File: config.mk
export PLATFORM = sky130hd
export DESIGN_NAME = ultrasonic_ranger_with_hit_confirm
export DESIGN_NICKNAME = d
export VERILOG_FILES = /design/src/hdl/urhc_pkg.sv /design/src/hdl/urhc_step.sv /design/src/hdl/urhc_skid.sv /design/src/hdl/ultrasonic_ranger_with_hit_confirm.sv
export SDC_FILE = /design/constraint.sdc
export NUM_CORES = 1
export LEC_CHECK = 0
export BUFFER_PORTS_ARGS = -buffer_cell sky130_fd_sc_hd__buf_2
export CELL_PAD_IN_SITES_DETAIL_PLACEMENT = 0
export CELL_PAD_IN_SITES_GLOBAL_PLACEMENT = 1
export CORE_ASPECT_RATIO = 1.1
export CORE_MARGIN = 4
export CORE_UTILIZATION = 50
export CTS_BUF_LIST = sky130_fd_sc_hd__clkbuf_4
export CTS_CLUSTER_SIZE = 14
export DETAILED_ROUTE_END_ITERATION = 8
export PLACE_DENSITY_LB_ADDON = 0.1
export SLEW_MARGIN = 20
export SYNTH_ARGS = -nofsm -noshare
export SYNTH_HDL_FRONTEND = slang
export SYNTH_SLANG_ARGS = --single-unit
File: constraint.sdc
create_clock -name clk -period 7 [get_ports clk]
set_input_delay 0 -clock clk [delete_from_list [all_inputs] [get_ports clk]]
set_output_delay 0 -clock clk [all_outputs]
set_load 0.1 [all_outputs]
File: src/hdl/urhc_pkg.sv
// Shared types and constants for the ultrasonic ranger with hit confirmation.
`timescale 1ns / 1ps

package urhc_pkg;

	// Widths of the configuration and result fields.
	localparam int unsigned ShortW = 8;
	localparam int unsigned LongW  = 16;
	localparam int unsigned IndexW = 3;
	localparam int unsigned CfgDataW = 16;

	// Register reset values.
	localparam logic [ShortW-1:0] PreLowReset   = 8'd2;
	localparam logic [ShortW-1:0] PulseReset    = 8'd10;
	localparam logic [LongW-1:0]  TimeoutReset  = 16'd10000;
	localparam logic [LongW-1:0]  NearReset     = 16'd2400;
	localparam logic [ShortW-1:0] ConfirmReset  = 8'd4;

	localparam logic [LongW-1:0]  TicksMax  = 16'hFFFF;
	localparam logic [ShortW-1:0] StreakMax = 8'hFF;

	// Configuration register indexes.
	typedef enum logic [IndexW-1:0] {
		REG_PRE_LOW  = 3'd0,
		REG_PULSE    = 3'd1,
		REG_TIMEOUT  = 3'd2,
		REG_NEAR     = 3'd3,
		REG_CONFIRM  = 3'd4
	} reg_index_t;

	// Measurement phases.
	typedef enum logic [1:0] {
		PH_PRE   = 2'd0,
		PH_PULSE = 2'd1,
		PH_RISE  = 2'd2,
		PH_FALL  = 2'd3
	} phase_t;

	typedef struct packed {
		logic [ShortW-1:0] pre_low_ticks;
		logic [ShortW-1:0] pulse_ticks;
		logic [LongW-1:0]  timeout_ticks;
		logic [LongW-1:0]  near_threshold;
		logic [ShortW-1:0] confirm_count;
	} cfg_t;

	typedef struct packed {
		logic              trigger_level;
		logic              measure_done;
		logic              timed_out;
		logic [LongW-1:0]  echo_ticks;
		logic              is_near;
		logic [ShortW-1:0] hit_run;
		logic              obstacle_confirmed;
	} result_t;

endpackage

File: src/hdl/urhc_step.sv
// Per-tick next-state and result logic of the ranging sequencer.
`timescale 1ns / 1ps

module urhc_step import urhc_pkg::*; (
	input  cfg_t              cfg,
	input  phase_t            phase,
	input  logic [LongW-1:0]  tick_left,
	input  logic [ShortW-1:0] hit_streak,
	input  logic              echo,
	output phase_t            phase_next,
	output logic [LongW-1:0]  tick_left_next,
	output logic [ShortW-1:0] hit_streak_next,
	output result_t           result
);

	logic [LongW-1:0]  limit;
	logic [LongW-1:0]  elapsed;
	logic              limit_hit;
	logic              finish_fall;
	logic              finish_tmo;
	logic              finish;
	logic              near;
	logic [LongW-1:0]  pre_load;
	logic [LongW-1:0]  pulse_load;

	// A zero timeout or phase length behaves as one tick.
	assign limit      = (cfg.timeout_ticks == '0) ? LongW'(1) : cfg.timeout_ticks;
	assign pre_load   = (cfg.pre_low_ticks == '0) ? LongW'(1) : LongW'(cfg.pre_low_ticks);
	assign pulse_load = (cfg.pulse_ticks == '0) ? LongW'(1) : LongW'(cfg.pulse_ticks);

	// In the wait phases the elapsed count saturates before it is examined.
	assign elapsed   = (tick_left == TicksMax) ? tick_left : tick_left + LongW'(1);
	assign limit_hit = (elapsed >= limit);

	assign finish_fall = (phase == PH_FALL) && !echo;
	assign finish_tmo  = ((phase == PH_RISE) && limit_hit) ||
	                     ((phase == PH_FALL) && echo && limit_hit);
	assign finish      = finish_fall || finish_tmo;
	assign near        = finish_fall && (elapsed <= cfg.near_threshold);

	// Next state.
	always_comb begin
		phase_next     = phase;
		tick_left_next = tick_left;
		if (finish) begin
			phase_next     = PH_PRE;
			tick_left_next = pre_load;
		end else begin
			case (phase)
				PH_PULSE: begin
					if (tick_left <= LongW'(1)) begin
						phase_next     = PH_RISE;
						tick_left_next = '0;
					end else begin
						tick_left_next = tick_left - LongW'(1);
					end
				end
				PH_RISE: begin
					tick_left_next = elapsed;
					if (echo) begin
						phase_next = PH_FALL;
					end
				end
				PH_FALL: begin
					tick_left_next = elapsed;
				end
				default: begin
					if (tick_left <= LongW'(1)) begin
						phase_next     = PH_PULSE;
						tick_left_next = pulse_load;
					end else begin
						tick_left_next = tick_left - LongW'(1);
					end
				end
			endcase
		end
	end

	// Result fields and the near-hit run.
	always_comb begin
		hit_streak_next = hit_streak;
		if (finish) begin
			if (near) begin
				hit_streak_next = (hit_streak == StreakMax) ? hit_streak
				                                            : hit_streak + ShortW'(1);
			end else begin
				hit_streak_next = '0;
			end
		end
		result.trigger_level      = (phase == PH_PULSE);
		result.measure_done       = finish;
		result.timed_out          = finish_tmo;
		result.echo_ticks         = finish_fall ? elapsed : (finish_tmo ? TicksMax : '0);
		result.is_near            = near;
		result.hit_run            = hit_streak_next;
		result.obstacle_confirmed = (hit_streak_next >= cfg.confirm_count);
	end

endmodule

File: src/hdl/urhc_skid.sv
// Output register with one skid entry for the result channel.
`timescale 1ns / 1ps

module urhc_skid import urhc_pkg::*; (
	input  logic    clk,
	input  logic    arst_n,
	input  logic    push,
	input  result_t push_data,
	input  logic    pop_stall,
	output logic    pop_valid,
	output result_t pop_data,
	output logic    full
);

	logic    main_valid_q;
	logic    skid_valid_q;
	result_t main_q;
	result_t skid_q;
	logic    take;

	assign take      = main_valid_q && !pop_stall;
	assign pop_valid = main_valid_q;
	assign pop_data  = main_q;
	assign full      = skid_valid_q;

	always_ff @(posedge clk or negedge arst_n) begin
		if (!arst_n) begin
			main_valid_q <= 1'b0;
			skid_valid_q <= 1'b0;
		end else if (skid_valid_q) begin
			if (take) begin
				skid_valid_q <= 1'b0;
			end
		end else if (push) begin
			if (!main_valid_q || take) begin
				main_valid_q <= 1'b1;
			end else begin
				skid_valid_q <= 1'b1;
			end
		end else if (take) begin
			main_valid_q <= 1'b0;
		end
	end

	always_ff @(posedge clk) begin
		if (skid_valid_q) begin
			if (take) begin
				main_q <= skid_q;
			end
		end else if (push) begin
			if (!main_valid_q || take) begin
				main_q <= push_data;
			end else begin
				skid_q <= push_data;
			end
		end
	end

endmodule

File: src/hdl/ultrasonic_ranger_with_hit_confirm.sv
// Top level of the ultrasonic ranger with near-hit confirmation.
//
//   Channel  Direction  Handshake             Carries
//   in       into       in_valid / in_stall   echo_level, one request per tick
//   out      out of     out_valid / out_stall trigger and measurement result
//   cfg      into       cfg_valid / cfg_ready register index and write data
//
// Every accepted tick request produces exactly one result request. The state
// update and result are computed in the same cycle the tick is accepted and
// land in the output register, or in the skid entry while that register is
// held, so one request is taken per cycle while the input does not stall. A
// one-entry skid buffer behind the output register lets the input keep
// flowing while a result waits; the input stalls only when both entries hold
// results. Reset puts the sequencer into the pre-low phase with the register
// defaults loaded. Configuration writes are always ready.
`timescale 1ns / 1ps

module ultrasonic_ranger_with_hit_confirm import urhc_pkg::*; (
	input  logic                clk,
	input  logic                arst_n,
	// Tick channel
	input  logic                in_valid,
	output logic                in_stall,
	input  logic                echo_level,
	// Result channel
	output logic                out_valid,
	input  logic                out_stall,
	output logic                trigger_level,
	output logic                measure_done,
	output logic                timed_out,
	output logic [LongW-1:0]    echo_ticks,
	output logic                is_near,
	output logic [ShortW-1:0]   hit_run,
	output logic                obstacle_confirmed,
	// Configuration write channel
	input  logic                cfg_valid,
	output logic                cfg_ready,
	input  logic [IndexW-1:0]   cfg_index,
	input  logic [CfgDataW-1:0] cfg_data
);

	cfg_t              cfg_q;
	phase_t            phase_q;
	logic [LongW-1:0]  tick_left_q;
	logic [ShortW-1:0] hit_streak_q;

	phase_t            phase_next;
	logic [LongW-1:0]  tick_left_next;
	logic [ShortW-1:0] hit_streak_next;
	result_t           step_result;
	result_t           out_result;
	logic              accept;
	logic              skid_full;

	assign cfg_ready = 1'b1;
	assign in_stall  = skid_full;
	assign accept    = in_valid && !in_stall;

	// Register file. Indexes past the last register are dropped.
	always_ff @(posedge clk or negedge arst_n) begin
		if (!arst_n) begin
			cfg_q.pre_low_ticks  <= PreLowReset;
			cfg_q.pulse_ticks    <= PulseReset;
			cfg_q.timeout_ticks  <= TimeoutReset;
			cfg_q.near_threshold <= NearReset;
			cfg_q.confirm_count  <= ConfirmReset;
		end else if (cfg_valid && cfg_ready) begin
			case (cfg_index)
				REG_PRE_LOW: cfg_q.pre_low_ticks  <= cfg_data[ShortW-1:0];
				REG_PULSE:   cfg_q.pulse_ticks    <= cfg_data[ShortW-1:0];
				REG_TIMEOUT: cfg_q.timeout_ticks  <= cfg_data[LongW-1:0];
				REG_NEAR:    cfg_q.near_threshold <= cfg_data[LongW-1:0];
				REG_CONFIRM: cfg_q.confirm_count  <= cfg_data[ShortW-1:0];
				default: begin
				end
			endcase
		end
	end

	urhc_step u_step (
		.cfg             (cfg_q),
		.phase           (phase_q),
		.tick_left       (tick_left_q),
		.hit_streak      (hit_streak_q),
		.echo            (echo_level),
		.phase_next      (phase_next),
		.tick_left_next  (tick_left_next),
		.hit_streak_next (hit_streak_next),
		.result          (step_result)
	);

	// Sequencer state advances once per accepted tick.
	always_ff @(posedge clk or negedge arst_n) begin
		if (!arst_n) begin
			phase_q      <= PH_PRE;
			tick_left_q  <= LongW'(PreLowReset);
			hit_streak_q <= '0;
		end else if (accept) begin
			phase_q      <= phase_next;
			tick_left_q  <= tick_left_next;
			hit_streak_q <= hit_streak_next;
		end
	end

	urhc_skid u_skid (
		.clk       (clk),
		.arst_n    (arst_n),
		.push      (accept),
		.push_data (step_result),
		.pop_stall (out_stall),
		.pop_valid (out_valid),
		.pop_data  (out_result),
		.full      (skid_full)
	);

	assign trigger_level      = out_result.trigger_level;
	assign measure_done       = out_result.measure_done;
	assign timed_out          = out_result.timed_out;
	assign echo_ticks         = out_result.echo_ticks;
	assign is_near            = out_result.is_near;
	assign hit_run            = out_result.hit_run;
	assign obstacle_confirmed = out_result.obstacle_confirmed;

`ifndef NO_ASSERTIONS
	// A waiting skid entry implies the output register is occupied.
	a_skid_behind_main: assert property (@(posedge clk) disable iff (!arst_n)
		skid_full |-> out_valid)
		else $error("skid entry held while output register empty");

	// A timeout result carries the all-ones distance and is never near.
	a_timeout_result: assert property (@(posedge clk) disable iff (!arst_n)
		(out_valid && timed_out) |-> (measure_done && echo_ticks == TicksMax && !is_near))
		else $error("timeout result fields inconsistent");

	// A near result only comes with a finished measurement and a nonzero run.
	a_near_result: assert property (@(posedge clk) disable iff (!arst_n)
		(out_valid && is_near) |-> (measure_done && !timed_out && hit_run != '0))
		else $error("near result without a finished measurement");

	// A tick accepted in the pulse phase drives the trigger in its result.
	a_pulse_trigger: assert property (@(posedge clk) disable iff (!arst_n)
		(accept && phase_q == PH_PULSE && !skid_full && !(out_valid && out_stall))
		|=> (out_valid && trigger_level))
		else $error("pulse phase tick did not drive the trigger");
`endif

endmodule

# After elaboration in Yosys (flattened, before gate mapping)
# Cells that the tools add are included.
word_totals:
  reg_bits: 142
  inputBits: 25
  word_cells: 108
op_classes:
  n_addsub: 3
  reduce_logical: 32
  magnitude_cmp: 4
  n_mux: 29
  bitwise: 2
  n_eq_ne: 14
ops:
  columns: ["cell", "count"]
  rows:
  - ["two-way mux 29 bit", 4]
  - ["two-way mux 16 bit", 7]
  - ["two-way mux 8 bit", 5]
  - ["one-hot mux 16 bit (2 select lines)", 1]
  - ["adder 16 x 1 -> 16 bit (second input constant)", 1]
  - ["equality test 16 bit (second input constant)", 1]
  - [">= comparator 16 bit", 1]
  - ["less-or-equal comparator 16 x 1 -> 1 bit (second input constant)", 1]
  - ["less-or-equal comparator 16 bit", 1]
  - ["zero test 16 bit", 1]
  - ["zero test 8 bit", 2]
  - ["subtractor 16 x 1 -> 16 bit (second input constant)", 1]
  - ["AND reduction 2 bit", 5]
  - ["AND reduction 3 bit", 3]
  - ["adder 8 x 1 -> 8 bit (second input constant)", 1]
  - ["equality test 8 bit (second input constant)", 1]
  - [">= comparator 8 bit", 1]
  - ["two-way mux 2 bit", 4]
  - ["logical AND 1 bit", 7]
  - ["two-way mux 1 bit", 7]
  - ["equality test 3 x 2 -> 1 bit (second input constant)", 2]
  - ["one-hot mux 2 bit (3 select lines)", 1]
  - ["nonzero test 2 bit", 3]
  - ["AND reduction 5 bit", 1]
  - ["other kinds (14)", 22]

# Logic depth before layout (Yosys ltp)
logic_depth:
  depth_word: 11
  mapped_depth: 24
  mapped_depth_nobuf: 22

# Cells and area by module
# A second synthesis with hierarchy kept.
hier_totals:
  cells_unflattened: 702
  hier_area_um2: 8269.2
modules_own_cells:
  columns: ["mod", "cells_per_inst", "seq_area_each_um2", "area_per_inst_um2", "n_inst"]
  rows:
  - ["ultrasonic_ranger_with_hit_confirm", 180, 2069.5, 3191.8, 1]
  - ["urhc_step", 419, 0.0, 2743.9, 1]
  - ["urhc_skid", 103, 1791.7, 2333.5, 1]

# Worst setup path after synthesis
# Ideal clock, no wire load.
synth_path:
  kind: "register -> register"
  from: "register tick_left_q[1]"
  to: "register u_skid.main_q, in the netlist u_skid.pop_data[0] (data pin)"
  setup_slack_ns: 1.387
  arrival_time_ns: 5.357
  t_required_ns: 6.744
  synth_period_minus_slack_ns: 5.613
  setup_time_ns: 0.256
  path_stages_with_launch: 24
  cell_sequence: "dfstp_2 -> ha_1 -> nand4_4 -> or4_1 -> buf_2 -> and3_1 -> nand3_1 -> xnor2_1 -> ha_1 -> nand4_1 -> or4_1 -> or3_1 -> o32ai_2 -> buf_6 -> nor2b_1 -> a21oi_1 -> ha_1 -> nand2b_1 -> a21o_1 -> a21o_1 -> a21o_1 -> a211oi_1 -> o21bai_1 -> a31o_2"
synth_via:
  elab_chain_cells: 11
  elab_cells_between_ends: 16
synth_lines:
  columns: ["element", "line", "source"]
  rows:
  - ["start, declared", "ultrasonic_ranger_with_hit_confirm.sv:44", "logic [LongW-1:0] tick_left_q;"]
  - ["start signal, assigned", "ultrasonic_ranger_with_hit_confirm.sv:96", "tick_left_q <= LongW'(PreLowReset);"]
  - ["start signal, assigned", "ultrasonic_ranger_with_hit_confirm.sv:100", "tick_left_q <= tick_left_next;"]
  - ["adder 16 x 1 -> 16 bit / equality test 16 bit (equally long branches)", "urhc_step.sv:32", "assign elapsed = (tick_left == TicksMax) ? tick_left : tick_left + LongW'(1);"]
  - ["two-way mux 16 bit *", "urhc_step.sv:32", null]
  - [">= comparator 16 bit", "urhc_step.sv:33", "assign limit_hit = (elapsed >= limit);"]
  - ["logical AND 1 bit, on equally long branches", "urhc_step.sv:36, urhc_step.sv:37", null]
  - ["logical OR 1 bit", "urhc_step.sv:36", "assign finish_tmo = ((phase == PH_RISE) && limit_hit) ||"]
  - ["logical OR 1 bit", "urhc_step.sv:38", "assign finish = finish_fall || finish_tmo;"]
  - ["two-way mux 8 bit *", "urhc_step.sv:82", "if (finish) begin"]
  - [">= comparator 8 bit *", "urhc_step.sv:96", "result.obstacle_confirmed = (hit_streak_next >= cfg.confirm_count);"]
  - ["two-way mux 29 bit *", "urhc_skid.sv:51", "if (!main_valid_q || take) begin"]
  - ["two-way mux 29 bit *", "urhc_skid.sv:50", "end else if (push) begin"]
  - ["two-way mux 29 bit *", "urhc_skid.sv:46", "if (skid_valid_q) begin"]
  - ["end signal, assigned", "urhc_skid.sv:48", "main_q <= skid_q;"]
  - ["end signal, assigned", "urhc_skid.sv:52", "main_q <= push_data;"]
  - ["end, declared", "urhc_skid.sv:17", "result_t main_q;"]
# Every way passes the cells marked *; elsewhere a longest branch is shown, timed or not. The select of a mux whose other input is x is not followed.
# A chain may end at the register's enable or synchronous reset.

# Worst setup path in the final report
# Same ends and word-level chain as after synthesis.

==> impl_metrics.env <==
export IMPL_grt_pass1_wl_um=33260
export IMPL_drtPass1Iterations=7
export IMPL_synth_edf_count=58
export IMPL_critical_path_max_fanout=20
export IMPL_min_path_type="in -> reg"
export IMPL_hold_viol_final=0
export IMPL_clockBufferDepth=2
export IMPL_power_density_nw_per_um2=427.6
export IMPL_cp_required_ps=7320
export IMPL_fp_dieW_um=128.7
export IMPL_nNetsFinal=933
export IMPL_synthesis_nets=860
export IMPL_worstSetupEndpointType="flip-flop"
export IMPL_yosysWarningCount=0
export IMPL_synth_cell_type_count=72
export IMPL_viasPerCell=5.909
export IMPL_clk_transition_reported_paths_ps=130
export IMPL_cts_root_buf="clkbuf_4"
export IMPL_worst_slew_pin_slew_ps=1076
export IMPL_maxSlewHeadroom=0.2809
export IMPL_ys_top_cells_by_area="dfrtp_1 22%, edfxtp_1 22%, ha_1 6.9%, mux2_2 5.9%, dfstp_2 4.6%"
export IMPL_rr_startpoint="tick_left_q[1]"
export IMPL_cts_tree="built"
export IMPL_vias=6370
export IMPL_insertion_delay_ps=560
export IMPL_clkSinkCount=142
export IMPL_finalSetupTns_ps=0
export IMPL_regArea_um2=3861
export IMPL_start_util=0.5091
export IMPL_worstHoldStart="cfg_valid"
export IMPL_syn_avg_cell_area_um2=10.13
export IMPL_whs_path_depth=3
export IMPL_wl_um=20750
export IMPL_drtAntennaViolNets=0
export IMPL_dp_hpwl_um=14580
export IMPL_synth_top_area_cell="dfrtp_1"
export IMPL_dp_cells=1013
export IMPL_core_region_area_um2=15740
export IMPL_rsz0062_at_grt="false"
export IMPL_async_flop_share=0.5915
export IMPL_yosysMostFrequentCell="nand2_1"
export IMPL_p_leak_nw=3.834
export IMPL_drive_gt1_frac=0.1995
export IMPL_synth_top_area_share=0.2187
export IMPL_worstSetupPathType="reg -> reg"
export IMPL_utilization=0.5771
export IMPL_syn_inst=791
export IMPL_synthTopCellsByCount="76 x nand2_1, 70 x dfrtp_1, 62 x inv_1"
export IMPL_r2r_end="u_skid.pop_data[0]"
export IMPL_fmax_mhz=153.9
export IMPL_die_area_um2=18110
export IMPL_power_mw=3.883
export IMPL_gp_congestion=0.9219
export IMPL_grtUsageTotal=0.2342
export IMPL_fin_cells=1078
export IMPL_placement_rows=48
export IMPL_io_pins=57
export IMPL_grt_pass1_vias=6355
export IMPL_crit_arrival_ps=6820
export IMPL_io_buffers=55
export IMPL_multi_input_area_um2=3722
export IMPL_slew_violations=0
export IMPL_whs_endpoint="cfg_q[54]"
export IMPL_grt_antenna_before_repair=1
export IMPL_grt_max_degree=58
export IMPL_syn_area_um2=8010
export IMPL_synth_ff_type="dfrtp_1"
export IMPL_synth_seq_cells=142
export IMPL_ys_seq_area_frac=0.4820
export IMPL_min_period_over_period=0.9282
export IMPL_fin_worst_skew_ps=20.69
export IMPL_ff2ff_setup_slack_ps=500
export IMPL_start_kind="flip-flop"
export IMPL_nFillCells=1386
export IMPL_grt_overflow=0
export IMPL_area_delta_synth_final_pct=13.36
export IMPL_initialDrtViolationCount=486
export IMPL_drv_cap=0
export IMPL_h_tree_depth=4
export IMPL_finalSetupViolations=0
export IMPL_ff2ff_path_depth=22
export IMPL_outcome="completed"
export IMPL_die_h_um=140.8
export IMPL_period_needed_ps=6497
export IMPL_cts_resized=0
export IMPL_wl_per_cell_um=19.25
export IMPL_cts_made_buffers=17
export IMPL_drc_errors=0
export IMPL_ir_drop_mv=0.2035
==> cell families after synthesis <==
family / Yosys count / share of synthesized area
fa+ha+maj: 44 / 0.06873
simple gates: 247 / 0.1532
compound gates: 175 / 0.1462
mux: 46 / 0.06404
flops: 142 / 0.4820
other cells: 1 / 0.0004682
buf+inv: 111 / 0.05795
xor+xnor: 25 / 0.02734
==> how the worst max path moves through the flow <==
| stage | start | to | slack [ps] | cells past startpoint |
|---|---|---|---|---|
| floorplan | tick_left_q[1] | u_skid.pop_data[0] | 1390 | 23 |
| global placement | tick_left_q[1] | u_skid.pop_data[0] | 690 | 22 |
| detailed placement | tick_left_q[1] | u_skid.pop_data[0] | 590 | 22 |
| CTS | tick_left_q[1] | u_skid.pop_data[0] | 530 | 22 |
| global route | tick_left_q[1] | u_skid.pop_data[0] | 70 | 22 |
| finish | tick_left_q[1] | u_skid.pop_data[0] | 500 | 22 |
==> stage by stage <==
step                      setup slack (ps)  hold slack (ps)  instance area, um^2
after floorplan                       1387           -295.6                 8010
after global placement               694.5           -54.91                 8457
after detailed placement             594.7           -44.37                 8461
after CTS                            528.4            14.31                 9077
after global routing                 74.18            29.30                 9080
final                                502.9            60.71                 9080
==> cell usage in the layout (no fill, tap or decap), types with 4 or more instances in the layout <==
master         instances
buf_4                 16
nor4_1                 6
a21o_1                 8
dlygate4sd3_1         31
a21oi_1               30
nor2_1                60
o211ai_1               4
a31oi_1                9
o21ai_0               42
nor3_1                22
ha_1                  44
edfxtp_1              58
nand2b_1               4
a222oi_1               5
or4_1                  6
and3_1                 9
inv_1                 62
dfrtp_1               70
clkbuf_4              17
o22ai_1                9
nand3_1               25
xnor2_1               18
xor2_1                 7
nand2_1               76
dfstp_2               14
o31ai_1               18
clkinv_4               4
a211oi_1              10
nand4_1               15
mux2_2                42
o311ai_0               4
buf_2                 54
mux2i_1                4
==> metal layers <==
layer / up-vias / track usage / wire (um)
met5: - / 0 / 0
li1: 3028 / - / -
met4: 0 / 0.06247 / 346
met3: 27 / 0.04737 / 1152
met2: 208 / 0.3938 / 10210
met1: 3107 / 0.3087 / 9040
==> layout make-up <==
class	instances	area share
Clock buffer	17	0.01406
Clock inverter	15	0.01750
Antenna cell	1	0.0002756
Inverter	63	0.02604
Multi-Input combinational cell	538	0.4099
Timing Repair Buffer	102	0.07937
Sequential cell	142	0.4252
Tap cell	200	0.02756
==> timing repair <==
| item | in CTS | in global routing |
|---|---|---|
| setup buffers | 0 | 0 |
| hold buffers | 32 | 0 |
| hold endpoints to repair | 138 | 0 |
==> worst max-delay path, stage by stage (launching register included) <==
cell and delay [ps]:
dfstp_2 610, ha_1 290, nand4_4 160, or4_1 760, and3_1 300, nand3_1 150, xnor2_1 160, ha_1 330
nand4_1 130, or4_1 540, or3_1 350, o32ai_2 370, buf_4 310, nor2b_1 210, a21oi_1 70, ha_1 280
nand2b_1 140, a21o_1 170, a21o_1 160, a21o_1 170, a211oi_1 230, o21bai_1 130, a31o_2 250
==> sequential cells by signal (all words and copies together), names as in the netlist <==
signal and count:
tick_left_q 16, u_skid.pop_valid 1, phase_q 2, cfg_q 56
u_skid.skid_q 29, u_skid.full 1, u_skid.pop_data 29, hit_streak_q 8
==> power by group <==
group / switching [mW] / internal [mW] / leakage (nW) / total, mW
clock network: 0.325 / 0.217 / 0.160 / 0.542
registers: 0.184 / 1.16 / 1.57 / 1.34
logic: 1.44 / 0.562 / 2.10 / 2.00
total: 1.95 / 1.94 / 3.83 / 3.88
Note: power is estimated with default switching activity, not from simulation.
